--- config.mk ---
export PLATFORM = sky130hd
export DESIGN_NAME = csu_ctrl
export DESIGN_NICKNAME = d
export VERILOG_FILES = /design/src/csu_pkg.sv /design/src/csu_ctrl.sv
export SDC_FILE = /design/constraint.sdc
export NUM_CORES = 1
export LEC_CHECK = 0
export ABC_AREA = 1
export BUFFER_PORTS_ARGS = -buffer_cell sky130_fd_sc_hd__buf_2
export CELL_PAD_IN_SITES_DETAIL_PLACEMENT = 2
export CELL_PAD_IN_SITES_GLOBAL_PLACEMENT = 2
export CORE_ASPECT_RATIO = 2
export CORE_MARGIN = 3
export CORE_UTILIZATION = 29
export DETAILED_ROUTE_END_ITERATION = 7
export PLACE_DENSITY = 0.84
export SETUP_SLACK_MARGIN = 0.1
export SYNTH_ARGS = -nofsm -noshare
export SYNTH_HDL_FRONTEND = slang
export SYNTH_SLANG_ARGS = --single-unit
--- constraint.sdc ---
create_clock -name aclk -period 2.7 [get_ports aclk]
set_clock_uncertainty 0.2 [all_clocks]
set_input_delay 0.54 -clock aclk [delete_from_list [all_inputs] [get_ports aclk]]
set_output_delay 0.54 -clock aclk [all_outputs]
set_load 0.02 [all_outputs]
--- src/csu_pkg.sv ---
// ----------------------------------------------------------------------------
// csu_pkg
// Shared widths, command/status types and multiplier operand codes for the
// cosine similarity unit.
// ----------------------------------------------------------------------------
package csu_pkg;

    localparam int ELEM_BITS_DEF = 16;
    localparam int DOT_BITS      = 42;
    localparam int NORM_BITS     = 41;
    localparam int SUM_BITS      = 50;
    localparam int MAG_BITS      = 42;
    localparam int HALF_BITS     = 21;
    localparam int MUL_P_BITS    = 63;
    localparam int NPROD_BITS    = 82;
    localparam int RSQ_BITS      = 84;
    localparam int WIDE_BITS     = 116;
    localparam int Q_BITS        = 16;
    localparam int SIM_BITS      = 16;
    localparam int CNT_BITS      = 4;
    localparam int ALIGN_SHIFT   = 30;

    typedef enum logic [1:0] {
        MUL_NB_LO = 2'd0,
        MUL_NB_HI = 2'd1,
        MUL_MG_LO = 2'd2,
        MUL_MG_HI = 2'd3
    } mul_sel_t;

    typedef struct packed {
        logic     capture;
        logic     accum;
        logic     snap;
        logic     mul_issue;
        mul_sel_t mul_sel;
        logic     mul_acc;
        logic     srch_init;
        logic     srch_a;
        logic     srch_b;
        logic     load;
    } csu_cmd_t;

    typedef struct packed {
        logic zero_norm;
    } csu_status_t;

endpackage

--- src/csu_ctrl.sv ---
// ----------------------------------------------------------------------------
// csu_ctrl
// Sequencer: streams pairs into the accumulators, then walks the norm
// product, the squared dot and the sixteen quotient steps unless a norm is
// zero, and owns the result valid.
// ----------------------------------------------------------------------------
module csu_ctrl import csu_pkg::*; (
    input  logic        aclk,
    input  logic        aresetn,
    input  logic        s_valid,
    output logic        s_ready,
    input  logic        s_last,
    output logic        m_valid,
    input  logic        m_ready,
    output csu_cmd_t    cmd,
    input  csu_status_t status
);

    localparam logic [CNT_BITS-1:0] MUL_LAST  = CNT_BITS'(4);
    localparam logic [CNT_BITS-1:0] SRCH_LAST = CNT_BITS'(Q_BITS - 1);

    typedef enum logic [6:0] {
        ST_RUN    = 7'b0000001,
        ST_DRAIN  = 7'b0000010,
        ST_CHECK  = 7'b0000100,
        ST_MUL    = 7'b0001000,
        ST_SRCH_A = 7'b0010000,
        ST_SRCH_B = 7'b0100000,
        ST_LOAD   = 7'b1000000
    } state_t;

    state_t              state_reg, state_next;
    logic [CNT_BITS-1:0] cnt_reg, cnt_next;
    logic                pipe_reg, pipe_next;
    logic                m_valid_reg, m_valid_next;
    logic                out_free;

    assign s_ready  = (state_reg == ST_RUN);
    assign m_valid  = m_valid_reg;
    assign out_free = !m_valid_reg || m_ready;

    always_comb begin
        state_next   = state_reg;
        cnt_next     = cnt_reg;
        cmd          = '0;
        cmd.mul_sel  = mul_sel_t'(cnt_reg[1:0]);
        cmd.capture  = s_valid && s_ready;
        cmd.accum    = pipe_reg;
        pipe_next    = cmd.capture;
        m_valid_next = m_valid_reg && !m_ready;
        case (state_reg)
            ST_RUN: begin
                if (cmd.capture && s_last) begin
                    state_next = ST_DRAIN;
                end
            end
            ST_DRAIN: begin
                state_next = ST_CHECK;
            end
            ST_CHECK: begin
                cmd.snap = 1'b1;
                cnt_next = '0;
                state_next = status.zero_norm ? ST_LOAD : ST_MUL;
            end
            ST_MUL: begin
                cmd.mul_issue = !cnt_reg[2];
                cmd.mul_acc   = (cnt_reg != '0);
                cnt_next      = cnt_reg + CNT_BITS'(1);
                if (cnt_reg == MUL_LAST) begin
                    cmd.srch_init = 1'b1;
                    cnt_next      = '0;
                    state_next    = ST_SRCH_A;
                end
            end
            ST_SRCH_A: begin
                cmd.srch_a = 1'b1;
                state_next = ST_SRCH_B;
            end
            ST_SRCH_B: begin
                cmd.srch_b = 1'b1;
                cnt_next   = cnt_reg + CNT_BITS'(1);
                state_next = (cnt_reg == SRCH_LAST) ? ST_LOAD : ST_SRCH_A;
            end
            ST_LOAD: begin
                if (out_free) begin
                    cmd.load     = 1'b1;
                    m_valid_next = 1'b1;
                    state_next   = ST_RUN;
                end
            end
            default: begin
                state_next = ST_RUN;
            end
        endcase
    end

    always_ff @(posedge aclk) begin
        if (!aresetn) begin
            state_reg   <= ST_RUN;
            cnt_reg     <= '0;
            pipe_reg    <= 1'b0;
            m_valid_reg <= 1'b0;
        end else begin
            state_reg   <= state_next;
            cnt_reg     <= cnt_next;
            pipe_reg    <= pipe_next;
            m_valid_reg <= m_valid_next;
        end
    end

endmodule

==> flow_summary_export.csv <==
group,metric,value,unit
cells_and_area,diodes,0,
placement,routabilityCongestion,0.734,
worst_setup_path,arrival,1.52,ns
grt,grt_pass1_vias,1082,
worst_setup_path,slowest_stage,"dfxtp_1",
sta,finalCritPeriodShare,83.8,%
grt,grt_max_degree,12,
outcome,outcome,"complete, no violations",
detailed_routing,vias,907,
die,die_h,82.9,µm
clocking,clock_sinks,13,
yosys,synth_cell_type_count,23,
die,dieWidth,44.4,µm
yosys,yosys_warnings,0,
clocking,cts_buffers,3,
power,power.density,527,nW/µm²
worst_setup_path,critPathMaxStageDelay,0.37,ns
yosys,synthCells,134,
worst_hold_path,hp-class,"flop to flop",
sta,rsz0062_at_grt,"false",
sta,worst_slew_pin_slew,0.416,ns
die,die_area,3680,µm²
yosys,netlist_area,857,µm²
grt,grt_overflow_total,0,
placement,io_buffers,18,
cells_and_area,synthToLayoutAreaGrowth,15.2,%
yosys,syn_nets,142,
job,cap_viol_max_count,0,
clocking,clkLatencyLatePin,0.24,ns
worst_setup_path,path_buf_inv,2,
worst_setup_path,timing.rr.start,"cnt_reg[0]$_SDFFE_PN0P_",
detailed_routing,drt-initial-drc-count,9,
sta,setup_viol,0,
sta,relSlewSlack,72.2,%
cells_and_area,largest_reg_flops,7,
yosys,syn_avg_cell_area,6.40,µm²
cells_and_area,nets,159,
sta,fmax,442,MHz
die,initial_core_util,30.6,%
worst_setup_path,path_class,"flop to output port",
worst_setup_path,crit_chain,"inv_1, ha_1, nand3_1, nor2_1, buf_2",
placement,dp_hpwl,2.40,mm
placement,place_area,942,µm²
sta,fin_crit,2.26,ns
sta,drv_slew,0,
grt,antenna_found_initial,0,
yosys,synth-edff-count,0,
clocking,clkTransAtPathRegs,0.06,ns
sta,hold_viol,0,
detailed_routing,drc_errors,0,
worst_setup_path,cp_max_fo,6,
die,ios,19,
worst_hold_path,min_to,"cnt_reg[3]$_SDFFE_PN0P_",
clocking,clock_path_buffers,2,
grt,grt_first_pass_wirelength,4.94,mm
detailed_routing,routedWlPerCell,15.8,µm
worst_setup_path,reg2reg_slack,0.91,ns
clocking,h-tree-depth,1,
power,p_leak,0.481,nW
worst_setup_path,path_delay_family,"simple AND/OR/NAND/NOR gates",
worst_setup_path,worst_setup_path_end_kind,"output port",
worst_hold_path,hp-start,"cnt_reg[3]$_SDFFE_PN0P_",
die,fp.coreArea,2800,µm²
grt,grt_usage,17.7,%
worst_setup_path,required,1.96,ns
worst_setup_path,r2r-end,"state_reg[0]$_SDFFE_PN1P_",
cells_and_area,stdcell_area,987,µm²
sta,whs,0.324,ns
yosys,synthArstFlopShare,0,%
yosys,ys_seq_area_share,30.4,%
power,peakVddDrop,0.243,mV
die,rows,27,
detailed_routing,vias_per_cell,5.07,
yosys,ys_ff_latch,13,
yosys,synth_flop_cell,"dfxtp_1",
worst_setup_path,start_kind,"flop",
clocking,cts-resized-gates,0,
sta,tns,0,ns
clocking,cts_hold_buf,0,
worst_hold_path,hold_depth,2,
detailed_routing,antenna_left,0,
clocking,clock_tree.root_cell,"clkbuf_8",
clocking,cts_setup_buffers,0,
clocking,cts_tree,"built",
cells_and_area,drive_gt1_share,24.0,%
detailed_routing,routed_wl,2.83,mm
worst_setup_path,r2r_cells,8,
detailed_routing,dr.pass1.iters,2,
-- worst max path at each step --
stage	end	cells after the start	startpoint	slack [ns]
CTS	cmd[3]	5	cnt_reg[0]$_SDFFE_PN0P_	0.43
global route	cmd[0]	6	state_reg[1]$_SDFFE_PN0P_	0.30
global placement	cmd[4]	6	state_reg[6]$_SDFFE_PN0P_	0.80
detailed placement	cmd[4]	6	state_reg[6]$_SDFFE_PN0P_	0.71
floorplan	cmd[4]	5	state_reg[6]$_SDFFE_PN0P_	0.84
finish	cmd[3]	5	cnt_reg[0]$_SDFFE_PN0P_	0.44
-- cell type report --
type | count | area, µm²
Clock buffer | 4 | 45.0
Fill cell | 385 | 1820
Multi-Input combinational cell | 93 | 473
Inverter | 22 | 82.6
Tap cell | 29 | 36.3
Sequential cell | 13 | 260
Timing Repair Buffer | 18 | 90.1
-- cell usage after synthesis, types with 3 or more instances --
master | instances | area [µm²]
nand3_1 | 9 | 45.0
nand2_1 | 26 | 97.6
nor2_1 | 27 | 101
inv_1 | 20 | 75.1
buf_4 | 5 | 37.5
nor3_1 | 3 | 15.0
a21oi_1 | 4 | 20.0
nand4_1 | 3 | 18.8
o21ai_1 | 3 | 15.0
nand2_2 | 3 | 18.8
dfxtp_1 | 13 | 260
-- tightest hold or removal path, cell delays in order (launching register included) --
cell and delay, ns:
dfxtp_1 0.34, nand2_1 0.09, a21oi_2 0.04
-- layout by cell type (no fill, tap or decap) --
master,n
nor2_2,2
o21a_1,1
and3_1,1
a21oi_1,4
clkbuf_1,1
o21ai_1,3
nand2_4,2
nand4_1,3
a21oi_2,1
nand2_2,3
nor2_1,27
dfxtp_1,13
a31oi_1,1
clkbuf_8,3
nor2_4,2
inv_2,2
buf_2,18
nand3_2,2
inv_1,20
nor3_2,1
nor3_1,3
ha_1,2
nand2_1,26
nand3_1,9
-- cell families after synthesis --
group | synth area share [%]
and+or+nand+nor | 45.5
buffers and inverters | 14.5
DFF | 30.4
AOI/OAI and AO/OA | 6.72
adders and majority gates | 2.92
-- routing by layer --
metal	GRT usage, %	wire length, µm	vias up
li1	-	-	443
met1	16.4	909	435
met2	33.6	1730	18
met3	2.39	69	11
met4	9.89	116	0
met5	0	0	-
-- power breakdown --
part / internal, W / leakage, nW / total (W) / switching, W
Combinational: 0.0000374 / 0.352 / 0.000128 / 0.0000904
Sequential: 0.000203 / 0.105 / 0.000211 / 0.00000724
Clock: 0.000104 / 0.0228 / 0.000182 / 0.0000771
-- per-stage QoR --
stage	power, W	cells	utilization [%]	setup WS [ns]
2_1_floorplan	0.000312	134	-	0.837
3_3_place_gp	0.000337	175	33.6	0.796
3_5_place_dp	0.000345	175	33.6	0.714
5_1_grt	0.000553	179	35.2	0.296
4_1_cts	0.000530	179	35.2	0.430
6_report	0.000520	179	35.2	0.438
Power figures use the tool's default switching activity.
